[src/hdl/itp_pkg.sv]
// ----------------------------------------------------------------------------
// Integer text parser package
// Shared types, character codes and helpers for the text-to-integer parser.
// ----------------------------------------------------------------------------
package itp_pkg;

  localparam int MaxLen   = 4096;
  localparam int PosW     = $clog2(MaxLen + 1);
  localparam int ValueW   = 64;
  localparam int BaseW    = 6;
  localparam int EndW     = 13;
  localparam int CharW    = 8;
  localparam int CfgIdxW  = 1;
  localparam int CfgDataW = 6;

  // Configuration register indexes.
  localparam logic [CfgIdxW-1:0] RegRadix  = 1'd0;
  localparam logic [CfgIdxW-1:0] RegSigned = 1'd1;

  // Character codes.
  localparam logic [CharW-1:0] ChNul   = 8'h00;
  localparam logic [CharW-1:0] ChTab   = 8'h09;
  localparam logic [CharW-1:0] ChCr    = 8'h0d;
  localparam logic [CharW-1:0] ChSpace = 8'h20;
  localparam logic [CharW-1:0] ChPlus  = 8'h2b;
  localparam logic [CharW-1:0] ChMinus = 8'h2d;
  localparam logic [CharW-1:0] ChZero  = 8'h30;
  localparam logic [CharW-1:0] ChNine  = 8'h39;
  localparam logic [CharW-1:0] ChUpA   = 8'h41;
  localparam logic [CharW-1:0] ChUpX   = 8'h58;
  localparam logic [CharW-1:0] ChUpZ   = 8'h5a;
  localparam logic [CharW-1:0] ChLowA  = 8'h61;
  localparam logic [CharW-1:0] ChLowX  = 8'h78;
  localparam logic [CharW-1:0] ChLowZ  = 8'h7a;

  // Bases.
  localparam logic [BaseW-1:0] BaseAuto = 6'd0;
  localparam logic [BaseW-1:0] Base8    = 6'd8;
  localparam logic [BaseW-1:0] Base10   = 6'd10;
  localparam logic [BaseW-1:0] Base16   = 6'd16;

  typedef enum logic [2:0] {
    PH_WS,
    PH_PREFIX,
    PH_ZERO,
    PH_DIGITS,
    PH_DONE
  } phase_e;

  typedef struct packed {
    logic [ValueW-1:0] value;
    logic              negative;
    logic              any_digits;
    logic [EndW-1:0]   end_index;
    logic [BaseW-1:0]  base_used;
  } result_t;

  typedef struct packed {
    logic             ok;
    logic [BaseW-1:0] val;
  } digit_t;

  function automatic digit_t digit_of(input logic [CharW-1:0] c);
    digit_t d;
    d.ok  = 1'b0;
    d.val = '0;
    if (c >= ChZero && c <= ChNine) begin
      d.ok  = 1'b1;
      d.val = BaseW'(c - ChZero);
    end else if (c >= ChLowA && c <= ChLowZ) begin
      d.ok  = 1'b1;
      d.val = BaseW'(c - ChLowA) + Base10;
    end else if (c >= ChUpA && c <= ChUpZ) begin
      d.ok  = 1'b1;
      d.val = BaseW'(c - ChUpA) + Base10;
    end
    return d;
  endfunction

endpackage

[src/hdl/itp_core.sv]
// ----------------------------------------------------------------------------
// Integer text parser core
// Per-string parse state and the one-character step: whitespace, sign,
// prefix detection and the multiply-add accumulation.
// ----------------------------------------------------------------------------
module itp_core (
  input  logic                          clk_i,
  input  logic                          rst_ni,
  input  logic                          step_i,
  input  logic [itp_pkg::CharW-1:0]     ch_i,
  input  logic [itp_pkg::BaseW-1:0]     radix_i,
  input  logic                          signed_mode_i,
  output logic                          emit_o,
  output itp_pkg::result_t              result_o
);

  itp_pkg::phase_e                 phase_q, phase_d;
  logic [itp_pkg::ValueW-1:0]      acc_q, acc_d;
  logic                            minus_q, minus_d;
  logic                            dseen_q, dseen_d;
  logic [itp_pkg::BaseW-1:0]       base_q, base_d;
  logic [itp_pkg::PosW-1:0]        pos_q, pos_d;

  logic                            is_blank, is_sign, is_x, is_nul;
  logic                            zero_prefix;
  logic                            take_path, digit_ok;
  logic [itp_pkg::BaseW-1:0]       eff_base, start_base;
  logic                            eff_dseen;
  itp_pkg::digit_t                 dig;
  logic [itp_pkg::ValueW-1:0]      acc_mul, acc_new, val_raw;
  logic [itp_pkg::PosW-1:0]        pos_inc;

  assign is_nul   = (ch_i == itp_pkg::ChNul);
  assign is_blank = (ch_i == itp_pkg::ChSpace) ||
                    (ch_i >= itp_pkg::ChTab && ch_i <= itp_pkg::ChCr);
  assign is_sign  = (ch_i == itp_pkg::ChMinus) || (ch_i == itp_pkg::ChPlus);
  assign is_x     = (ch_i == itp_pkg::ChLowX) || (ch_i == itp_pkg::ChUpX);

  // A leading zero opens a prefix only in auto and hexadecimal mode.
  assign zero_prefix = ((radix_i == itp_pkg::BaseAuto) || (radix_i == itp_pkg::Base16)) &&
                       (ch_i == itp_pkg::ChZero);
  assign start_base  = (radix_i == itp_pkg::BaseAuto) ? itp_pkg::Base10 : radix_i;

  assign take_path = ((phase_q == itp_pkg::PH_WS) && !is_blank && !is_sign && !zero_prefix) ||
                     ((phase_q == itp_pkg::PH_PREFIX) && !zero_prefix) ||
                     ((phase_q == itp_pkg::PH_ZERO) && !is_x) ||
                     (phase_q == itp_pkg::PH_DIGITS);

  // The base latches at the first character after whitespace and sign.
  assign eff_base  = ((phase_q == itp_pkg::PH_WS) || (phase_q == itp_pkg::PH_PREFIX)) ?
                     start_base : base_q;
  // A lone zero counts as a digit once it is known not to start 0x.
  assign eff_dseen = (phase_q == itp_pkg::PH_ZERO) ? 1'b1 : dseen_q;

  assign dig      = itp_pkg::digit_of(ch_i);
  assign digit_ok = dig.ok && !is_nul && (dig.val < eff_base);
  assign emit_o   = take_path && !digit_ok;

  assign acc_mul = acc_q * itp_pkg::ValueW'(eff_base);
  assign acc_new = acc_mul + itp_pkg::ValueW'(dig.val);
  assign pos_inc = (pos_q < itp_pkg::PosW'(itp_pkg::MaxLen)) ? pos_q + 1'b1 : pos_q;

  // Next phase.
  always_comb begin
    phase_d = phase_q;
    case (phase_q)
      itp_pkg::PH_WS: begin
        if (is_blank) begin
          phase_d = itp_pkg::PH_WS;
        end else if (is_sign) begin
          phase_d = itp_pkg::PH_PREFIX;
        end else if (zero_prefix) begin
          phase_d = itp_pkg::PH_ZERO;
        end
      end
      itp_pkg::PH_PREFIX: begin
        if (zero_prefix) begin
          phase_d = itp_pkg::PH_ZERO;
        end
      end
      itp_pkg::PH_ZERO: begin
        if (is_x) begin
          phase_d = itp_pkg::PH_DIGITS;
        end
      end
      itp_pkg::PH_DIGITS: begin
        phase_d = itp_pkg::PH_DIGITS;
      end
      default: begin
        if (is_nul) begin
          phase_d = itp_pkg::PH_WS;
        end
      end
    endcase
    if (take_path) begin
      if (digit_ok) begin
        phase_d = itp_pkg::PH_DIGITS;
      end else if (is_nul) begin
        phase_d = itp_pkg::PH_WS;
      end else begin
        phase_d = itp_pkg::PH_DONE;
      end
    end
  end

  // Datapath and result.
  always_comb begin
    acc_d   = acc_q;
    minus_d = minus_q;
    dseen_d = dseen_q;
    base_d  = base_q;
    pos_d   = pos_q;
    case (phase_q)
      itp_pkg::PH_WS: begin
        if (is_blank) begin
          pos_d = pos_inc;
        end else if (is_sign) begin
          minus_d = (ch_i == itp_pkg::ChMinus);
          pos_d   = pos_inc;
        end else if (zero_prefix) begin
          base_d = (radix_i == itp_pkg::BaseAuto) ? itp_pkg::Base8 : itp_pkg::Base16;
          pos_d  = pos_inc;
        end
      end
      itp_pkg::PH_PREFIX: begin
        if (zero_prefix) begin
          base_d = (radix_i == itp_pkg::BaseAuto) ? itp_pkg::Base8 : itp_pkg::Base16;
          pos_d  = pos_inc;
        end
      end
      itp_pkg::PH_ZERO: begin
        if (is_x) begin
          base_d = itp_pkg::Base16;
          pos_d  = pos_inc;
        end
      end
      default: begin
      end
    endcase
    if (take_path) begin
      base_d  = eff_base;
      dseen_d = eff_dseen;
      if (digit_ok) begin
        acc_d   = acc_new;
        dseen_d = 1'b1;
        pos_d   = pos_inc;
      end
    end
    // The terminator always starts a fresh string.
    if ((take_path && !digit_ok && is_nul) ||
        (!take_path && is_nul && (phase_q != itp_pkg::PH_WS) &&
         (phase_q != itp_pkg::PH_PREFIX) && (phase_q != itp_pkg::PH_ZERO))) begin
      acc_d   = '0;
      minus_d = 1'b0;
      dseen_d = 1'b0;
      base_d  = '0;
      pos_d   = '0;
    end

    val_raw             = eff_dseen ? acc_q : '0;
    result_o.value      = (signed_mode_i && minus_q) ? (~val_raw + 1'b1) : val_raw;
    result_o.negative   = minus_q;
    result_o.any_digits = eff_dseen;
    result_o.end_index  = eff_dseen ? itp_pkg::EndW'(pos_q) : '0;
    result_o.base_used  = eff_base;
  end

  always_ff @(posedge clk_i or negedge rst_ni) begin
    if (!rst_ni) begin
      phase_q <= itp_pkg::PH_WS;
      acc_q   <= '0;
      minus_q <= 1'b0;
      dseen_q <= 1'b0;
      base_q  <= '0;
      pos_q   <= '0;
    end else if (step_i) begin
      phase_q <= phase_d;
      acc_q   <= acc_d;
      minus_q <= minus_d;
      dseen_q <= dseen_d;
      base_q  <= base_d;
      pos_q   <= pos_d;
    end
  end

endmodule

[src/hdl/itp_out_reg.sv]
// ----------------------------------------------------------------------------
// Integer text parser result register
// Holds one result word until the receiver takes it.
// ----------------------------------------------------------------------------
module itp_out_reg (
  input  logic              clk_i,
  input  logic              rst_ni,
  input  logic              load_i,
  input  itp_pkg::result_t  result_i,
  input  logic              out_ready_i,
  output logic              out_valid_o,
  output itp_pkg::result_t  result_o
);

  logic             vld_q, vld_d;
  itp_pkg::result_t res_q;

  always_comb begin
    vld_d = vld_q;
    if (load_i) begin
      vld_d = 1'b1;
    end else if (out_ready_i) begin
      vld_d = 1'b0;
    end
  end

  always_ff @(posedge clk_i or negedge rst_ni) begin
    if (!rst_ni) begin
      vld_q <= 1'b0;
    end else begin
      vld_q <= vld_d;
    end
  end

  always_ff @(posedge clk_i) begin
    if (load_i) begin
      res_q <= result_i;
    end
  end

  assign out_valid_o = vld_q;
  assign result_o    = res_q;

endmodule

[src/hdl/integer_text_parser.sv]
// ----------------------------------------------------------------------------
// Integer text parser
// Streams a zero-terminated string and returns its integer value.
// ----------------------------------------------------------------------------
// Usage: send the string one character per word on the input channel
// (in_valid_i / in_ready_o, ch_i), ending with a zero byte. Leading
// whitespace and one sign are skipped, the base is picked from radix or
// from the prefix, and at the first non-digit or the terminator one result
// word leaves on the output channel (out_valid_o / out_ready_i). Characters
// after the result are dropped up to and including the terminator.
// Configuration words go in on cfg_valid_i / cfg_ready_o with cfg_index_i
// (0 radix, 1 signed mode) and cfg_data_i; they are always accepted.
// An ending character is registered in the character stage and its result
// in the result register. Throughput: one character per cycle unless the
// receiver stalls, set by the single multiply-add of the accumulator loop.
// Reset clears the parse state, the registers and both channel stages.
// When the receiver stalls with a result pending, the character stage holds
// and the input stalls one word later.
// ----------------------------------------------------------------------------
module integer_text_parser (
  input  logic                            clk_i,
  input  logic                            rst_ni,
  input  logic                            cfg_valid_i,
  output logic                            cfg_ready_o,
  input  logic [itp_pkg::CfgIdxW-1:0]     cfg_index_i,
  input  logic [itp_pkg::CfgDataW-1:0]    cfg_data_i,
  input  logic                            in_valid_i,
  output logic                            in_ready_o,
  input  logic [itp_pkg::CharW-1:0]       ch_i,
  output logic                            out_valid_o,
  input  logic                            out_ready_i,
  output logic [itp_pkg::ValueW-1:0]      value_o,
  output logic                            negative_o,
  output logic                            any_digits_o,
  output logic [itp_pkg::EndW-1:0]        end_index_o,
  output logic [itp_pkg::BaseW-1:0]       base_used_o
);

  logic [itp_pkg::BaseW-1:0]  radix_q;
  logic                       signed_q;
  logic                       ch_vld_q;
  logic [itp_pkg::CharW-1:0]  ch_q;
  logic                       step, emit;
  itp_pkg::result_t           core_res, out_res;

  assign cfg_ready_o = 1'b1;

  always_ff @(posedge clk_i or negedge rst_ni) begin
    if (!rst_ni) begin
      radix_q  <= '0;
      signed_q <= 1'b0;
    end else if (cfg_valid_i) begin
      case (cfg_index_i)
        itp_pkg::RegRadix:  radix_q  <= cfg_data_i[itp_pkg::BaseW-1:0];
        itp_pkg::RegSigned: signed_q <= cfg_data_i[0];
        default: begin
        end
      endcase
    end
  end

  // Character stage; it moves on whenever the result register can take a word.
  assign step       = ch_vld_q && (!out_valid_o || out_ready_i);
  assign in_ready_o = !ch_vld_q || step;

  always_ff @(posedge clk_i or negedge rst_ni) begin
    if (!rst_ni) begin
      ch_vld_q <= 1'b0;
    end else if (in_ready_o) begin
      ch_vld_q <= in_valid_i;
    end
  end

  always_ff @(posedge clk_i) begin
    if (in_valid_i && in_ready_o) begin
      ch_q <= ch_i;
    end
  end

  itp_core u_core (
    .clk_i         (clk_i),
    .rst_ni        (rst_ni),
    .step_i        (step),
    .ch_i          (ch_q),
    .radix_i       (radix_q),
    .signed_mode_i (signed_q),
    .emit_o        (emit),
    .result_o      (core_res)
  );

  itp_out_reg u_out (
    .clk_i       (clk_i),
    .rst_ni      (rst_ni),
    .load_i      (step && emit),
    .result_i    (core_res),
    .out_ready_i (out_ready_i),
    .out_valid_o (out_valid_o),
    .result_o    (out_res)
  );

  assign value_o      = out_res.value;
  assign negative_o   = out_res.negative;
  assign any_digits_o = out_res.any_digits;
  assign end_index_o  = out_res.end_index;
  assign base_used_o  = out_res.base_used;

endmodule

[config.mk]
export PLATFORM = sky130hd
export DESIGN_NAME = integer_text_parser
export DESIGN_NICKNAME = d
export VERILOG_FILES = /design/src/hdl/itp_pkg.sv /design/src/hdl/itp_core.sv /design/src/hdl/itp_out_reg.sv /design/src/hdl/integer_text_parser.sv
export SDC_FILE = /design/constraint.sdc
export NUM_CORES = 1
export LEC_CHECK = 0
export BUFFER_PORTS_ARGS = -buffer_cell sky130_fd_sc_hd__buf_2
export CAP_MARGIN = 20
export CORE_MARGIN = 8
export CORE_UTILIZATION = 64
export DETAILED_ROUTE_END_ITERATION = 16
export GPL_ROUTABILITY_DRIVEN = 0
export GPL_TIMING_DRIVEN = 0
export PLACE_DENSITY = 0.83
export SYNTH_ARGS = -nofsm -noshare
export SYNTH_HDL_FRONTEND = slang
export SYNTH_SLANG_ARGS = --single-unit
[constraint.sdc]
create_clock -name clk_i -period 7.7 [get_ports clk_i]
set_clock_uncertainty 0.2 [all_clocks]
set_input_delay 0.77 -clock clk_i [delete_from_list [all_inputs] [get_ports clk_i]]
set_output_delay 0.77 -clock clk_i [all_outputs]
set_load 0.01 [all_outputs]
Word-level counts from Yosys, hierarchy flattened --
Index checks and enable logic that the tools add are counted.
Cells by class: add/sub/neg operators 8, $mul 1, divide/modulo/power cells 0, order comparisons 10, bitwise gates (word level) 2, reduce and logical (&&, ||, !) cells 60, shift operators 0, equality and inequality tests 17, muxes and demuxes 46
Operators by type and width (count):
- 64-bit two-way mux | 5
- 13-bit two-way mux | 8
- 64-bit by 1-bit adder with 64-bit output (second input constant) | 1
- 64-bit by 6-bit adder with 64-bit output | 1
- 64-bit by 6-bit multiplier with 64-bit output | 1
- 64-bit inverter | 1
- 6-bit two-way mux | 8
- 13-bit case mux with 3 select lines | 1
- 8-bit by 6-bit == test with 1-bit output (second input constant) | 4
- 3-bit two-way mux | 8
- 1-bit logical AND | 22
- 7-bit two-way mux | 3
- 6-bit case mux with 3 select lines | 1
- 8-bit by 7-bit == test with 1-bit output (second input constant) | 2
- 8-bit by 7-bit >= comparator with 1-bit output (second input constant) | 2
- 8-bit by 7-bit less-or-equal comparator with 1-bit output (second input constant) | 2
- 13-bit by 1-bit adder with 13-bit output (second input constant) | 1
- 13-bit less-than comparator (second input constant) | 1
- 6-bit by 4-bit adder with 6-bit output (second input constant) | 2
- 3-bit case mux with 4 select lines | 1
- 6-bit subtractor (second input constant) | 2
- 1-bit logical OR | 11
- 1-bit two-way mux | 10
- 2-bit nonzero test | 5
- 27 further kinds | 41
Storage, ports and cells: register bits after elaboration 190, memories 0, output and inout bits 88, latch bits 0, ROM bits 0, bits in writable memories 0, bits of input ports 20

Logic depth before layout (Yosys ltp) --
depth after elaboration 18, mapped depth 24, depth with buffers taken out 22

Modules after synthesis --
A second synthesis with hierarchy kept.
Unflattened totals: cells, all modules 2312, area, all modules 21689.6 µm²
By module, submodules not included:
- itp_core | instances 1, area an instance 18480.2 µm², cells an instance 2190, sequential area each 2202.1 µm²
- itp_out_reg | instances 1, area an instance 2588.7 µm², cells an instance 88, sequential area each 2577.5 µm²
- integer_text_parser | instances 1, area an instance 620.6 µm², cells an instance 34, sequential area each 440.4 µm²

Worst setup path before layout --
OpenSTA, ideal clock, no wires.
path type reg2reg, start point register radix_q[0] in the netlist's numbering, end point register u_core.acc_q[54] in the netlist's numbering, stages on the path, launching flop included 22, buffers on the path 2, arrival 6.488 ns, setup slack 0.891 ns, cell sequence dfrtp_1 or4_1 nor3_1 o22a_1 clkbuf_1 clkbuf_1 nand2_1 fa_1 fa_1 inv_1 fa_1 inv_1 fa_1 inv_1 ha_1 a21oi_1 o41a_1 a2111oi_0 o2111ai_1 a21boi_0 o21ai_0 a32o_1
RTL lines:
- from (decl) | RTL line integer_text_parser.sv:39 | logic [itp_pkg::BaseW-1:0] radix_q;
- from (signal assigned) | RTL line integer_text_parser.sv:54 | itp_pkg::RegRadix: radix_q <= cfg_data_i[itp_pkg::BaseW-1:0];
- to (signal assigned) | RTL line itp_core.sv:171 | acc_q <= '0;
- to (signal assigned) | RTL line itp_core.sv:178 | acc_q <= acc_d;
- to (decl) | RTL line itp_core.sv:18 | logic [itp_pkg::ValueW-1:0] acc_q, acc_d;

Worst setup path in the final report --
start point register u_core.phase_q[1], end point register u_core.acc_q[56] in the netlist's numbering
Between the ends: word-level cells in the longest chain between the ends 15, elaborated cells between the ends (all ways) 36, those cells by class 1 x add/sub; 1 x mul; 1 x order compare; 5 x eq/ne; 4 x mux; 24 x reduce/logical
RTL lines:
- from (decl) | RTL line itp_core.sv:17 | itp_pkg::phase_e phase_q, phase_d;
- from (signal assigned) | RTL line itp_core.sv:170 | phase_q <= itp_pkg::PH_WS;
- from (signal assigned) | RTL line itp_core.sv:177 | phase_q <= phase_d;
- parallel branches: the longest is 15 deep, another holds 64-bit by 6-bit multiplier with 64-bit output
Several ways; the timed one is not identified. The select of a mux whose other input is x is not followed. A chain may end at the register's enable or synchronous reset.

==> out/results.ini <==
[power_and_ir_drop]
seqPwrFrac_pct=30.4
sw_frac_of_total_pct=47.6
total_power_w=0.00414
p_switching_w=0.00197
combinationalPowerShare_pct=47.6
power.leakage_nw=11.2
p_int_w=0.00217
ir_drop_uv=167
clkPwrFrac_pct=22.0
powerDensity_nw_per_um2=175

[setup_path]
slowest_delay_ps=570
r2r_slack_ps=230
slowest_stage=mux2_2
crit_type=reg2reg
arrival_ps=7620
r2r_cells=23
r2r_end=u_core.acc_q[56]
start_kind=flip-flop
timing.rr.start=u_core.phase_q[1]
cp_top_family=adder cells
timing.critical_path.buf_inv=6
crit_fanout=10
cp.required_ps=7850
crit_chain=nor2_1 > clkbuf_2 > mux2_2 > clkbuf_1 > and2_1 > fa_1 > inv_1 > fa_1 > inv_1 > fa_1 > inv_1 > fa_1 > inv_1 > ha_1 > nor4_1 > a21oi_1 > o211ai_1 > a21oi_1 > nand3_1 > a21oi_1 > a31oi_2 > o211a_1 > a221o_1
worstSetupEndpointType=flip-flop

[clocking]
clock_path_buffers=2
cts_sinks=190
worstSkewPairLatency_ps=470
cts_tree=yes
clkTransAtPathRegs_ps=80
numCtsBuffers=17
root_buffer=clkbuf_16
h-tree-depth=4
holdBufCountCts=0

[timing]
min_period_over_period_pct=97.0
fin_setup_tns_ps=0
drv_slew=0
finalSetupViolCount=0
fmax_ghz=0.134
tightest_slew_ps=1110
slew_headroom_pct=25.5
finalWorstSetupSlack_ps=231
hold_viol_final=0
fin_crit_ps=7470

[run]
drv_cap=0

[synthesis]
synth_xor_area_share_pct=3.82
netlist_area_um2=21800
synth_top_area_share_pct=22.0
synth-simple-area-share_pct=21.4
yosysUniqueCellTypes=80
synth-async-reset-ratio_pct=51.1
synth_area_leader_cell=fa_1
synth.net_count=2753
synth-edff-count=93
seq_area_frac_synth_pct=23.9
syn_inst=2349
synth.area.top_cells=fa_1 22%, edfxtp_1 13%, dfrtp_1 11%
synth_seq_cells=190
synth_top_family_by_area=adder cells
synthMuxAreaShare_pct=0.935
synth_fa_ha_area_share_pct=30.3
avgSynthCellArea_um2=9.28
ys_warn_count=0
ys.flop_type=dfrtp_1
synth_compound_area_share_pct=14.9

[die]
coreArea_um2=33500
ios=108
rows=67
dieArea_um2=40200
die_w_um=201
die_height_um=201
initial_core_util_pct=65.0

[final_layout]
finalNetCount=2880
utilization_pct=70.4
drive_gt1_share_pct=7.67
final_area_um2=23600
areaGrowthSynthToFinish_pct=8.26

[global_routing]
grt_pass1_wl_um=103000
antenna_found_initial=4
grt_pass1_vias=19005
grtUsageTotal_pct=32.1
grt_overflow_total=0
grt_max_degree=61

[detailed_routing]
viasPerCell=6.51
avgRoutedWirePerCell_um=22.3
drt_iter0_markers=2510
first_pass_iters=6
antenna_left=0
vias=19142
drc=0
wirelength_um=65600

[placement]
io_buffers=106
place_ws_ps=-578
place_area_um2=23000
dp_hpwl_um=49800

[worst_hold_path]
worstHoldPathType=in2async

[run_status]
status=complete, no violations

## per-layer routing
layer	share of wire, %	up-vias	global-route usage (%)
met1	38	9320	41.3
met4	5.6	4	17.1
met3	11	261	8.23
li1	-	8322	-
met2	44	1235	49.5
met5	0.041	-	0
## repair_timing
action / CTS / global route
setup buffers: 0 / 0
gates resized for setup: 9 / 19
pin swaps: 0 / 0
endpoints found under the setup margin: 17 / 14
hold endpoints to repair: 0 / 0
## layout make-up
cell class	instances	area, µm²
antenna	2	5.00
sequential	190	5220
clock buffer	20	447
timing repair buffer	111	598
fill	2587	9930
inverter	100	379
buffer	167	652
clock inverter	12	124
tap	448	561
multi-input combinational	1889	15600
## metrics by stage
stage               std cells  hold WS, ps
floorplan                2349          239
global placement         2903          258
detailed placement       2908          258
CTS                      2937          109
global route             2937          124
finish                   2939         94.0
## state kept, by name, indices dropped and copies added, names as in the netlist
| signal | count |
|---|---|
| u_core.pos_q | 13 |
| u_out.result_o | 85 |
| u_core.dseen_q | 1 |
| u_core.acc_q | 64 |
| signed_q | 1 |
| ch_vld_q | 1 |
| ch_q | 8 |
| u_core.minus_q | 1 |
| u_core.phase_q | 3 |
| u_core.base_q | 6 |
| u_out.out_valid_o | 1 |
| radix_q | 6 |
## layout by cell type (no fill, tap or decap), types with 11 or more instances in the layout
cell	instances
and3_1	21
nand2_1	197
nand3_1	31
a21o_1	29
nor2b_1	12
o21ai_0	142
and2_1	348
o21bai_1	13
mux2_2	11
o211ai_1	15
buf_2	109
o41ai_1	12
xnor2_1	43
fa_1	240
inv_1	98
nor3_1	37
o21a_1	18
nor4_1	16
nor2_1	141
or3_1	20
clkbuf_1	150
a31oi_1	28
dfrtp_1	97
ha_1	144
nand4_1	15
clkbuf_16	17
xor2_1	52
a21oi_1	122
edfxtp_1	93
nand2b_1	13
## synthesized netlist by cell type, types with 15 or more instances
cell      count
o21ai_0     143
a31oi_1      29
xnor2_1      43
clkbuf_1    158
and3_1       21
ha_1        144
nand2_1     197
or3_1        20
nor3_1       39
o211ai_1     15
and2_1      348
inv_1        99
dfrtp_1      97
xor2_1       52
nand4_1      15
fa_1        240
edfxtp_1     93
nand3_1      31
nor4_1       16
o21a_1       18
nor2_1      141
a21oi_1     122
a21o_1       29
## how the worst max path moves through the flow
stage	end	from	slack, ps	cells past startpoint
2_1_floorplan	u_core.acc_q[54]	radix_q[0]	890	21
3_3_place_gp	u_core.acc_q[54]	radix_q[0]	-1210	21
3_5_place_dp	u_core.acc_q[57]	radix_q[0]	-580	23
4_1_cts	u_core.acc_q[59]	u_core.phase_q[1]	10	23
5_1_grt	u_core.acc_q[54]	u_core.phase_q[1]	-5	21
6_report	u_core.acc_q[56]	u_core.phase_q[1]	230	23
## power by group through the flow
stage / Combinational, W / Clock, W / Sequential, W
3_3_place_gp: 0.00179 / 0 / 0.00128
3_5_place_dp: 0.00185 / 0 / 0.00128
4_1_cts: 0.00186 / 0.000901 / 0.00126
2_1_floorplan: 0.00110 / 0 / 0.00129
6_report: 0.00197 / 0.000909 / 0.00126
5_1_grt: 0.00208 / 0.000939 / 0.00127
## cells by family (layout without fill, tap and decap cells)
family	after synthesis	count (layout)
adder cells (fa/ha/maj)	384	384
AO/OA/AOI/OAI	504	504
XOR/XNOR	95	95
multiplexers	19	19
other	1	3
AND/OR/NAND/NOR	886	886
flip-flops	190	190
buffers and inverters	270	410
## worst register-to-register path, cell delays in order (launching register included)
cell and delay, ps:
dfrtp_1 480, nor2_1 290, clkbuf_2 340, mux2_2 570
clkbuf_1 300, and2_1 250, fa_1 530, inv_1 50
fa_1 470, inv_1 50, fa_1 520, inv_1 50
fa_1 520, inv_1 50, ha_1 360, nor4_1 70
a21oi_1 200, o211ai_1 200, a21oi_1 430, nand3_1 210
a21oi_1 380, a31oi_2 260, o211a_1 290, a221o_1 270
No activity file was read; power rests on OpenSTA's default activity.
